## config.mk

```make
export PLATFORM = sky130hd
export DESIGN_NAME = elapsed_ticks_to_calendar_date_top
export DESIGN_NICKNAME = d
export VERILOG_FILES = /design/src/hdl/ecd_pkg.sv /design/src/hdl/ecd_div.sv /design/src/hdl/ecd_date.sv /design/src/hdl/elapsed_ticks_to_calendar_date_top.sv
export SDC_FILE = /design/constraint.sdc
export NUM_CORES = 1
export LEC_CHECK = 0
export BUFFER_PORTS_ARGS = -buffer_cell sky130_fd_sc_hd__buf_4
export CORE_ASPECT_RATIO = 1.25
export CORE_MARGIN = 2
export CORE_UTILIZATION = 38
export DETAILED_ROUTE_END_ITERATION = 8
export SYNTH_ARGS = -nofsm -noshare
export SYNTH_HDL_FRONTEND = slang
export SYNTH_SLANG_ARGS = --single-unit
export TNS_END_PERCENT = 30
```

## constraint.sdc

```tcl
create_clock -name clock -period 21.9 [get_ports clock]
set_clock_uncertainty 0.1 [all_clocks]
set_input_delay 3.285 -clock clock [delete_from_list [all_inputs] [get_ports clock]]
set_output_delay 3.285 -clock clock [all_outputs]
set_load 0.01 [all_outputs]
```

## src/hdl/ecd_pkg.sv

```systemverilog
`timescale 1ns / 1ps

package ecd_pkg;

   // Field and register types
   typedef logic [31:0] tick_type;
   typedef logic [19:0] rate_type;
   typedef logic [13:0] year_type;
   typedef logic [3:0]  month_type;
   typedef logic [4:0]  day_type;
   typedef logic [4:0]  hour_type;
   typedef logic [5:0]  minute_type;
   typedef logic [5:0]  second_type;
   typedef logic [15:0] days_type;
   typedef logic [2:0]  csr_index_type;
   typedef logic [16:0] day_secs_type;

   // Register indexes
   localparam csr_index_type CSR_TICK_RATE   = 3'd0;
   localparam csr_index_type CSR_START_TICK  = 3'd1;
   localparam csr_index_type CSR_BASE_YEAR   = 3'd2;
   localparam csr_index_type CSR_BASE_MONTH  = 3'd3;
   localparam csr_index_type CSR_BASE_DAY    = 3'd4;
   localparam csr_index_type CSR_BASE_HOUR   = 3'd5;
   localparam csr_index_type CSR_BASE_MINUTE = 3'd6;
   localparam csr_index_type CSR_BASE_SECOND = 3'd7;

   // Register reset values
   localparam rate_type   RST_TICK_RATE   = 20'd1000;
   localparam tick_type   RST_START_TICK  = 32'd0;
   localparam year_type   RST_BASE_YEAR   = 14'd2026;
   localparam month_type  RST_BASE_MONTH  = 4'd8;
   localparam day_type    RST_BASE_DAY    = 5'd26;
   localparam hour_type   RST_BASE_HOUR   = 5'd9;
   localparam minute_type RST_BASE_MINUTE = 6'd0;
   localparam second_type RST_BASE_SECOND = 6'd0;

   // Time constants, as divisors
   localparam rate_type DAY_SECONDS    = 20'd86400;
   localparam rate_type HOUR_SECONDS   = 20'd3600;
   localparam rate_type MINUTE_SECONDS = 20'd60;

   // Calendar constants
   localparam month_type MONTH_FEB      = 4'd2;
   localparam logic [4:0] MONTHS_IN_YEAR = 5'd12;
   localparam day_type   LEAP_FEB_DAYS  = 5'd29;
   // floor(y / 100) == (y * 5243) >> 19 for every 14-bit y
   localparam logic [12:0] CENTURY_RECIP = 13'd5243;
   localparam int unsigned CENTURY_SHIFT = 19;
   localparam logic [13:0] CENTURY      = 14'd100;

   // Month lengths, invalid months have zero days
   localparam day_type MONTH_LEN [16] = '{
      5'd0, 5'd31, 5'd28, 5'd31, 5'd30, 5'd31, 5'd30, 5'd31,
      5'd31, 5'd30, 5'd31, 5'd30, 5'd31, 5'd0, 5'd0, 5'd0
   };

   // Divider command and status
   typedef struct packed {
      logic     start;
      tick_type dividend;
      rate_type divisor;
   } div_req_type;

   typedef struct packed {
      logic     done;
      tick_type quot;
      rate_type rem;
   } div_rsp_type;

   // Date walker command and status
   typedef struct packed {
      logic      start;
      days_type  days;
      year_type  year;
      month_type month;
      day_type   day;
   } date_cmd_type;

   typedef struct packed {
      logic      done;
      year_type  year;
      month_type month;
      day_type   day;
   } date_sts_type;

   // Gregorian leap year: by 4, except centuries not divisible by 400
   function automatic logic is_leap(input year_type y);
      logic [26:0] prod;
      logic [7:0]  cent;
      logic [13:0] rem100;
      prod   = 27'(y) * 27'(CENTURY_RECIP);
      cent   = prod[CENTURY_SHIFT +: 8];
      rem100 = y - (14'(cent) * CENTURY);
      return (y[1:0] == 2'b00) && ((rem100 != 14'd0) || (cent[1:0] == 2'b00));
   endfunction

endpackage

```

## src/hdl/ecd_div.sv

```systemverilog
`timescale 1ns / 1ps

module ecd_div (
   input  logic                clock,
   input  logic                reset,
   input  ecd_pkg::div_req_type req,
   output ecd_pkg::div_rsp_type rsp
);
   import ecd_pkg::*;

   logic        busy_ff,  busy_in;
   logic        done_ff,  done_in;
   logic [4:0]  count_ff, count_in;
   tick_type    quot_ff,  quot_in;
   rate_type    rem_ff,   rem_in;
   rate_type    dsor_ff,  dsor_in;
   logic [20:0] partial;
   logic [21:0] trial;

   // Shift one dividend bit into the partial remainder and try a subtract
   assign partial = {rem_ff, quot_ff[31]};
   assign trial   = {1'b0, partial} - {2'b00, dsor_ff};

   always_comb begin
      busy_in  = busy_ff;
      done_in  = 1'b0;
      count_in = count_ff;
      quot_in  = quot_ff;
      rem_in   = rem_ff;
      dsor_in  = dsor_ff;
      if (req.start) begin
         busy_in  = 1'b1;
         count_in = '0;
         quot_in  = req.dividend;
         rem_in   = '0;
         dsor_in  = req.divisor;
      end else if (busy_ff) begin
         quot_in  = {quot_ff[30:0], ~trial[21]};
         rem_in   = trial[21] ? partial[19:0] : trial[19:0];
         count_in = count_ff + 5'd1;
         if (count_ff == 5'd31) begin
            busy_in = 1'b0;
            done_in = 1'b1;
         end
      end
   end

   always_ff @(posedge clock) begin
      if (reset) begin
         busy_ff <= 1'b0;
         done_ff <= 1'b0;
      end else begin
         busy_ff <= busy_in;
         done_ff <= done_in;
      end
      count_ff <= count_in;
      quot_ff  <= quot_in;
      rem_ff   <= rem_in;
      dsor_ff  <= dsor_in;
   end

   assign rsp.done = done_ff;
   assign rsp.quot = quot_ff;
   assign rsp.rem  = rem_ff;

endmodule

```

## src/hdl/ecd_date.sv

```systemverilog
`timescale 1ns / 1ps

module ecd_date (
   input  logic                 clock,
   input  logic                 reset,
   input  ecd_pkg::date_cmd_type cmd,
   output ecd_pkg::date_sts_type sts
);
   import ecd_pkg::*;

   logic      walk_ff,  walk_in;
   logic      done_ff,  done_in;
   logic      leap_ff,  leap_in;
   days_type  days_ff,  days_in;
   year_type  year_ff,  year_in;
   month_type month_ff, month_in;
   day_type   day_ff,   day_in;
   day_type   mlen;
   logic [5:0] day_inc;
   logic [4:0] month_inc;

   // Length of the current month; the leap flag is registered from the year and trails a
   // year step, which is never seen since February is reached long after a year step
   always_comb begin
      mlen = MONTH_LEN[month_ff];
      if ((month_ff == MONTH_FEB) && leap_ff) begin
         mlen = LEAP_FEB_DAYS;
      end
   end

   assign day_inc   = {1'b0, day_ff} + 6'd1;
   assign month_inc = {1'b0, month_ff} + 5'd1;

   // Advance one day per cycle until the day count is spent
   always_comb begin
      walk_in  = walk_ff;
      done_in  = 1'b0;
      leap_in  = is_leap(year_ff);
      days_in  = days_ff;
      year_in  = year_ff;
      month_in = month_ff;
      day_in   = day_ff;
      if (cmd.start) begin
         walk_in  = 1'b1;
         leap_in  = is_leap(cmd.year);
         days_in  = cmd.days;
         year_in  = cmd.year;
         month_in = cmd.month;
         day_in   = cmd.day;
      end else if (walk_ff) begin
         if (days_ff == '0) begin
            walk_in = 1'b0;
            done_in = 1'b1;
         end else begin
            days_in = days_ff - 16'd1;
            if (day_inc > {1'b0, mlen}) begin
               day_in = 5'd1;
               if (month_inc > MONTHS_IN_YEAR) begin
                  month_in = 4'd1;
                  year_in  = year_ff + 14'd1;
               end else begin
                  month_in = month_inc[3:0];
               end
            end else begin
               day_in = day_inc[4:0];
            end
         end
      end
   end

   always_ff @(posedge clock) begin
      if (reset) begin
         walk_ff <= 1'b0;
         done_ff <= 1'b0;
      end else begin
         walk_ff <= walk_in;
         done_ff <= done_in;
      end
      leap_ff  <= leap_in;
      days_ff  <= days_in;
      year_ff  <= year_in;
      month_ff <= month_in;
      day_ff   <= day_in;
   end

   assign sts.done  = done_ff;
   assign sts.year  = year_ff;
   assign sts.month = month_ff;
   assign sts.day   = day_ff;

endmodule

```

## src/hdl/elapsed_ticks_to_calendar_date_top.sv

```systemverilog
`timescale 1ns / 1ps

// Channel   Direction  Handshake              Payload
// req       in         req_valid / req_ready  req_current_tick
// rsp       out        rsp_valid / rsp_ready  rsp_year, rsp_month, rsp_day,
//                                             rsp_hour, rsp_minute, rsp_second
// csr       in         csr_write_en           csr_index, csr_wdata
//
// A request runs from acceptance to rsp_valid through four passes of the shared radix-2
// divider (ticks by rate, seconds by day, by hour, by minute) and the date walker, which
// steps one day per cycle over D, the elapsed whole days (at most 49710), then closes the
// walk and stages the result in the rsp registers.
// req_ready is high only while the sequencer idles.
// Reset loads the register defaults and clears the sequencer, divider and walker flags.
// A result waits in the rsp registers while the next request is taken; a second
// finished result holds the sequencer, and with it the input, until the first is taken.

module elapsed_ticks_to_calendar_date_top (
   input  logic                   clock,
   input  logic                   reset,
   input  logic                   req_valid,
   output logic                   req_ready,
   input  ecd_pkg::tick_type      req_current_tick,
   output logic                   rsp_valid,
   input  logic                   rsp_ready,
   output ecd_pkg::year_type      rsp_year,
   output ecd_pkg::month_type     rsp_month,
   output ecd_pkg::day_type       rsp_day,
   output ecd_pkg::hour_type      rsp_hour,
   output ecd_pkg::minute_type    rsp_minute,
   output ecd_pkg::second_type    rsp_second,
   input  logic                   csr_write_en,
   input  ecd_pkg::csr_index_type csr_index,
   input  ecd_pkg::tick_type      csr_wdata
);
   import ecd_pkg::*;

   localparam logic [2:0] ST_IDLE     = 3'd0;
   localparam logic [2:0] ST_DIV_TICK = 3'd1;
   localparam logic [2:0] ST_DIV_DAY  = 3'd2;
   localparam logic [2:0] ST_DIV_HOUR = 3'd3;
   localparam logic [2:0] ST_DIV_MIN  = 3'd4;
   localparam logic [2:0] ST_WALK     = 3'd5;
   localparam logic [2:0] ST_FINISH   = 3'd6;

   // Configuration registers
   rate_type   tick_rate_ff;
   tick_type   start_tick_ff;
   year_type   base_year_ff;
   month_type  base_month_ff;
   day_type    base_day_ff;
   hour_type   base_hour_ff;
   minute_type base_minute_ff;
   second_type base_second_ff;

   logic [2:0]   state_ff, state_in;
   day_secs_type hms_base_ff;
   days_type     days_ff,   days_in;
   hour_type     hour_ff,   hour_in;
   minute_type   minute_ff, minute_in;
   second_type   second_ff, second_in;
   logic         rsp_valid_ff, rsp_valid_in;
   logic         rsp_load;
   year_type     rsp_year_ff;
   month_type    rsp_month_ff;
   day_type      rsp_day_ff;
   hour_type     rsp_hour_ff;
   minute_type   rsp_minute_ff;
   second_type   rsp_second_ff;
   rate_type     rate_eff;

   div_req_type  div_req;
   div_rsp_type  div_rsp;
   date_cmd_type date_cmd;
   date_sts_type date_sts;

   // Write configuration registers
   always_ff @(posedge clock) begin
      if (reset) begin
         tick_rate_ff   <= RST_TICK_RATE;
         start_tick_ff  <= RST_START_TICK;
         base_year_ff   <= RST_BASE_YEAR;
         base_month_ff  <= RST_BASE_MONTH;
         base_day_ff    <= RST_BASE_DAY;
         base_hour_ff   <= RST_BASE_HOUR;
         base_minute_ff <= RST_BASE_MINUTE;
         base_second_ff <= RST_BASE_SECOND;
      end else if (csr_write_en) begin
         unique case (csr_index)
            CSR_TICK_RATE:   tick_rate_ff   <= csr_wdata[19:0];
            CSR_START_TICK:  start_tick_ff  <= csr_wdata;
            CSR_BASE_YEAR:   base_year_ff   <= csr_wdata[13:0];
            CSR_BASE_MONTH:  base_month_ff  <= csr_wdata[3:0];
            CSR_BASE_DAY:    base_day_ff    <= csr_wdata[4:0];
            CSR_BASE_HOUR:   base_hour_ff   <= csr_wdata[4:0];
            CSR_BASE_MINUTE: base_minute_ff <= csr_wdata[5:0];
            CSR_BASE_SECOND: base_second_ff <= csr_wdata[5:0];
         endcase
      end
   end

   // Base time of day in seconds, kept ready from the registers
   always_ff @(posedge clock) begin
      hms_base_ff <= (17'(base_hour_ff) * 17'(HOUR_SECONDS))
                   + (17'(base_minute_ff) * 17'(MINUTE_SECONDS))
                   + 17'(base_second_ff);
   end

   // Treat a zero rate as one
   assign rate_eff = (tick_rate_ff == '0) ? 20'd1 : tick_rate_ff;

   // Feed the shared divider from the sequencer state
   always_comb begin
      div_req.start    = 1'b0;
      div_req.dividend = '0;
      div_req.divisor  = '0;
      unique case (state_ff)
         ST_IDLE: begin
            div_req.start    = req_valid;
            div_req.dividend = req_current_tick - start_tick_ff;
            div_req.divisor  = rate_eff;
         end
         ST_DIV_TICK: begin
            div_req.start    = div_rsp.done;
            div_req.dividend = div_rsp.quot + 32'(hms_base_ff);
            div_req.divisor  = DAY_SECONDS;
         end
         ST_DIV_DAY: begin
            div_req.start    = div_rsp.done;
            div_req.dividend = 32'(div_rsp.rem);
            div_req.divisor  = HOUR_SECONDS;
         end
         ST_DIV_HOUR: begin
            div_req.start    = div_rsp.done;
            div_req.dividend = 32'(div_rsp.rem);
            div_req.divisor  = MINUTE_SECONDS;
         end
         default: begin
         end
      endcase
   end

   ecd_div u_div (
      .clock (clock),
      .reset (reset),
      .req   (div_req),
      .rsp   (div_rsp)
   );

   // Start the date walk once the last division lands
   assign date_cmd.start = (state_ff == ST_DIV_MIN) && div_rsp.done;
   assign date_cmd.days  = days_ff;
   assign date_cmd.year  = base_year_ff;
   assign date_cmd.month = base_month_ff;
   assign date_cmd.day   = base_day_ff;

   ecd_date u_date (
      .clock (clock),
      .reset (reset),
      .cmd   (date_cmd),
      .sts   (date_sts)
   );

   assign rsp_load = (state_ff == ST_FINISH) && (!rsp_valid_ff || rsp_ready);

   // Sequence the passes and collect the quotients
   always_comb begin
      state_in  = state_ff;
      days_in   = days_ff;
      hour_in   = hour_ff;
      minute_in = minute_ff;
      second_in = second_ff;
      unique case (state_ff)
         ST_IDLE: begin
            if (req_valid) state_in = ST_DIV_TICK;
         end
         ST_DIV_TICK: begin
            if (div_rsp.done) state_in = ST_DIV_DAY;
         end
         ST_DIV_DAY: begin
            if (div_rsp.done) begin
               days_in  = div_rsp.quot[15:0];
               state_in = ST_DIV_HOUR;
            end
         end
         ST_DIV_HOUR: begin
            if (div_rsp.done) begin
               hour_in  = div_rsp.quot[4:0];
               state_in = ST_DIV_MIN;
            end
         end
         ST_DIV_MIN: begin
            if (div_rsp.done) begin
               minute_in = div_rsp.quot[5:0];
               second_in = div_rsp.rem[5:0];
               state_in  = ST_WALK;
            end
         end
         ST_WALK: begin
            if (date_sts.done) state_in = ST_FINISH;
         end
         ST_FINISH: begin
            if (rsp_load) state_in = ST_IDLE;
         end
         default: state_in = ST_IDLE;
      endcase
   end

   // Hold the result until taken
   always_comb begin
      rsp_valid_in = rsp_valid_ff;
      if (rsp_load) begin
         rsp_valid_in = 1'b1;
      end else if (rsp_ready) begin
         rsp_valid_in = 1'b0;
      end
   end

   always_ff @(posedge clock) begin
      if (reset) begin
         state_ff     <= ST_IDLE;
         rsp_valid_ff <= 1'b0;
      end else begin
         state_ff     <= state_in;
         rsp_valid_ff <= rsp_valid_in;
      end
      days_ff   <= days_in;
      hour_ff   <= hour_in;
      minute_ff <= minute_in;
      second_ff <= second_in;
      if (rsp_load) begin
         rsp_year_ff   <= date_sts.year;
         rsp_month_ff  <= date_sts.month;
         rsp_day_ff    <= date_sts.day;
         rsp_hour_ff   <= hour_ff;
         rsp_minute_ff <= minute_ff;
         rsp_second_ff <= second_ff;
      end
   end

   assign req_ready  = (state_ff == ST_IDLE);
   assign rsp_valid  = rsp_valid_ff;
   assign rsp_year   = rsp_year_ff;
   assign rsp_month  = rsp_month_ff;
   assign rsp_day    = rsp_day_ff;
   assign rsp_hour   = rsp_hour_ff;
   assign rsp_minute = rsp_minute_ff;
   assign rsp_second = rsp_second_ff;

   // The divider reports only during a division pass
   a_div_done_in_pass: assert property (@(posedge clock) disable iff (reset)
      div_rsp.done |-> (state_ff == ST_DIV_TICK) || (state_ff == ST_DIV_DAY) ||
                       (state_ff == ST_DIV_HOUR) || (state_ff == ST_DIV_MIN))
      else $error("divider finished outside a division pass");

   // An accepted request closes the input until the result is staged
   a_busy_after_accept: assert property (@(posedge clock) disable iff (reset)
      (req_valid && req_ready) |=> !req_ready)
      else $error("request accepted while another is in flight");

   // Time of day fields are always reduced
   a_time_range: assert property (@(posedge clock) disable iff (reset)
      rsp_valid |-> (rsp_hour < 5'd24) && (rsp_minute < 6'd60) && (rsp_second < 6'd60))
      else $error("time of day out of range");

   // The date walker reports only while the sequencer waits for it
   a_walk_done: assert property (@(posedge clock) disable iff (reset)
      date_sts.done |-> (state_ff == ST_WALK))
      else $error("date walk finished outside the walk state");

endmodule

```

==> key figures <==
Status
  – Status: completed

Synthesis
  – Async SR Flop Fraction: 0
  – Syn Nets: 3348
  – Area contributors post-synth: ha_1 (20%), edfxtp_1 (19%), fa_1 (12%)
  – Synthesized flop and latch total: 307
  – Yosys warnings: 0
  – Share of the synthesized area in the top cell type: 0.1954
  – Cell area after synthesis: 25870 µm²
  – Synth area leader: ha_1
  – Synth Flop Type: edfxtp_1
  – Largest family of logic cells by synthesized area: adder cells
  – Simple-Gate Fraction of Synth Area: 0.1132
  – Mux contribution to synthesized area: 0.01848
  – Post-synth EDFFs: 164
  – Post-Synth XOR/XNOR Area: 0.05446
  – Library cells used by synthesis: 89
  – Adder and majority gate portion of the synthesized area: 0.3115
  – Sequential-to-total area share from yosys stat: 0.3010
  – Post-Synthesis Cells: 2722
  – Compound-cell area share of the yosys netlist: 0.1339
  – Mean Syn Cell Area: 9.504 µm²

Die
  – Number of I/O pins: 114
  – Core Box Area: 67110 µm²
  – Die height: 295.7 µm
  – Die W: 237.4 µm
  – Starting Density: 0.3855
  – Die area: 70190 µm²
  – Rows: 106

Pwr
  – Power Dens Cells: 97.92 nW/µm²
  – Leakage: 13.02 nW
  – Peak VDD IR: 0.1731 mV

Timing
  – Slew Viols, Final: 0
  – Actual slew at the worst max-slew pin: 1.226 ns
  – Final hold vios: 0
  – FMAX: 103.4 MHz
  – RSZ-0062 raised after global routing: no
  – Final period util: 0.4416
  – Slew HR: 0.1825
  – Minimum clock period: 9.670 ns
  – Setup TNS: 0 ns
  – Setup violations, final: 0

Clocking
  – TritonCTS clock tree: done
  – Cts repair resizes: 0
  – Clock-pin slew on the worst setup and hold paths: 0.06 ns
  – CTS Buffer Depth: 3
  – CTS H-tree lvls: 2
  – Setup bufs post-CTS: 0
  – Worst skew pair latency: 0.56 ns
  – Hold Buf Count CTS: 0
  – CTS buffer count: 36
  – Root Driver: clkbuf_16
  – CTS Sinks: 307

Critical path
  – Startpoint types: flip-flop
  – Slowest stage delay, CP: 0.57 ns
  – Crit. End Element: flip-flop
  – Crit-path leading delay family: adder cells
  – Crit Path Max Fanout: 7
  – WP data required: 22.21 ns
  – Critical path data arrival time: 9.98 ns
  – Critical path buffers and inverters: 6
  – Critical path type: reg -> reg
  – Critical-path top delay cell: fa_1

Cells and area
  – Non-Filler Instances: 3703
  – P&R area growth vs syn: 11.74%
  – Final design utilization: 0.4307
  – Filler cells: 6461
  – Register area: 7787 µm²
  – Layout cell share with drive strength beyond 1: 0.08069
  – Nets: 3436
  – Design Area, Final: 28910 µm²
  – Multi-input gate area: 16360 µm²

Place
  – PortBufs: 113
  – Placed cell count: 3636
  – Detailed-placement wirelength estimate: 53210 µm
  – Routability Congestion: 0.8953
  – Placed cell area: 27620 µm²

Global route
  – Vias in the first global route: 20450
  – Total gr overflow: 0
  – Initial antenna violation count: 2
  – Total Routing Usage GR: 0.1946
  – First-pass GRT wire length: 108400 µm
  – Largest net degree at the start of global routing: 78

Routing
  – Iter 0 DRT Violations: 1016
  – Routed vias: 19310
  – Routed Antenna Nets: 0
  – DR pass1 iterations: 6
  – DRC Markers: 0
  – Vias per Instance: 5.215
  – Routed Wire Length: 66940 µm
  – Routed wire per std cell: 18.08 µm

Hold path
  – Min-Delay Path Class: reg -> reg

Flow run
  – Max Cap Viol: 0
cells by family after synthesis:
| family | count (synthesis) |
|---|---|
| AO/OA/AOI/OAI | 548 |
| XOR/XNOR | 160 |
| adder cells (fa/ha/maj) | 554 |
| buffers and inverters | 463 |
| flip-flops | 307 |
| multiplexers | 47 |
| AND/OR/NAND/NOR | 643 |
where the power goes:
group	total (W)	leakage [nW]	internal [W]	switching, W
logic	0.00150	9.72	0.000644	0.000851
registers	0.000700	2.66	0.000654	0.0000460
clock network	0.000635	0.642	0.000380	0.000255
total	0.00283	13.0	0.00168	0.00115
area by class of cell:
cell class	instances	share of cell area
repair buffers	125	0.03246
diodes	1	0.00008657
flip-flops and latches	307	0.2694
clock inverters	14	0.004588
multi-input cells	1952	0.5660
clock buffers	52	0.03965
inverters	388	0.05039
well taps	864	0.03740
cell usage in the layout, fill, tap and decap left out, types with 10 or more instances in the layout:
master,synthesis,routed
nor2_1,152,151
mux2i_1,43,43
a211oi_1,21,20
nor2b_1,27,27
o21bai_1,21,21
nand2b_1,19,19
a21oi_1,195,195
edfxtp_1,164,164
fa_1,150,150
inv_1,385,384
and3_1,16,16
a211o_1,18,18
nor4_1,13,13
nand3b_1,10,10
nand3_1,41,41
o21ai_0,115,115
a21o_1,37,37
clkbuf_8,0,10
nand2_1,269,268
nand4_1,12,12
ha_1,404,404
dfxtp_1,143,143
xor2_1,53,53
buf_4,1,125
o211ai_1,11,11
a31oi_1,12,12
xnor2_1,106,106
o21a_1,17,17
and2_1,16,16
nor3_1,37,35
a221oi_1,17,17
clkbuf_16,0,40
cell usage after synthesis, types with 4 or more instances:
master and number:
ha_1 404, o21a_1 17, a21o_1 37, inv_1 385, a31o_2 4, o22ai_1 5, nor2b_1 27, o2111ai_1 5
nand4_1 12, a211oi_1 21, a31oi_1 12, and2_1 16, clkbuf_1 65, xor2_1 53, or2_2 7, fa_1 150
a222oi_1 6, xnor2_1 106, o211ai_1 11, nor4_1 13, nor3_1 37, a22oi_1 4, a211o_1 18, or3_1 9
buf_1 6, o21bai_1 21, o21ai_0 115, nand2b_1 19, dfxtp_1 143, o31ai_1 4, a21boi_0 7, a221oi_1 17
edfxtp_1 164, nand3b_1 10, nand2_1 269, and3_1 16, nor2_1 152, o221ai_1 4, o21ai_1 7, nand3_1 41
mux2i_1 43, a21oi_1 195
final timing paths:
kind,slack [ns],to,depth (start not counted),from
min,0.25,hms_base_ff[1]$_DFF_P_,0,base_second_ff[1]$_SDFFE_PP0P_
min reg2reg,0.25,hms_base_ff[1]$_DFF_P_,0,base_second_ff[1]$_SDFFE_PP0P_
max,12.23,u_date.leap_ff$_DFF_P_,37,base_year_ff[4]$_SDFFE_PP0P_
max reg2reg,12.23,u_date.leap_ff$_DFF_P_,37,base_year_ff[4]$_SDFFE_PP0P_
per-layer routing:
metal | up-vias | global-route usage | share of wire
met4 | 4 | 0.06029 | 0.027
met1 | 9286 | 0.2397 | 0.43
met3 | 96 | 0.02830 | 0.044
li1 | 9520 | - | -
met2 | 404 | 0.3506 | 0.50
met5 | - | 0 | 0.00045
worst register-to-register path: cells and delay by family (launching register included):
family / cells / cell delay, ns
AO/OA/AOI/OAI: 13 / 2.98
XOR/XNOR: 2 / 0.45
adder cells (fa/ha/maj): 11 / 4.33
buffers and inverters: 6 / 0.44
flip-flops: 1 / 0.55
AND/OR/NAND/NOR: 5 / 0.65
sequential cells by signal, indices dropped and copies added (netlist names), 6 cells and up:
name	flops
base_minute_ff	6
base_second_ff	6
base_year_ff	14
days_ff	16
hms_base_ff	17
minute_ff	6
rsp_minute	6
rsp_second	6
rsp_year	14
second_ff	6
start_tick_ff	32
tick_rate_ff	20
u_date.days_ff	16
u_date.year_ff	14
u_div.dsor_ff	20
u_div.quot_ff	32
u_div.rem_ff	20
through the flow:
step,total power (W),worst slack [ns],hold WS (ns)
5_1_grt,0.003063,11.60,0.2637
6_report,0.002830,12.23,0.2543
3_3_place_gp,0.002177,12.49,0.2471
3_5_place_dp,0.002189,12.28,0.2463
4_1_cts,0.002838,12.26,0.2543
2_1_floorplan,0.001837,13.37,0.2305
Note: power is estimated with default switching activity, not from simulation.
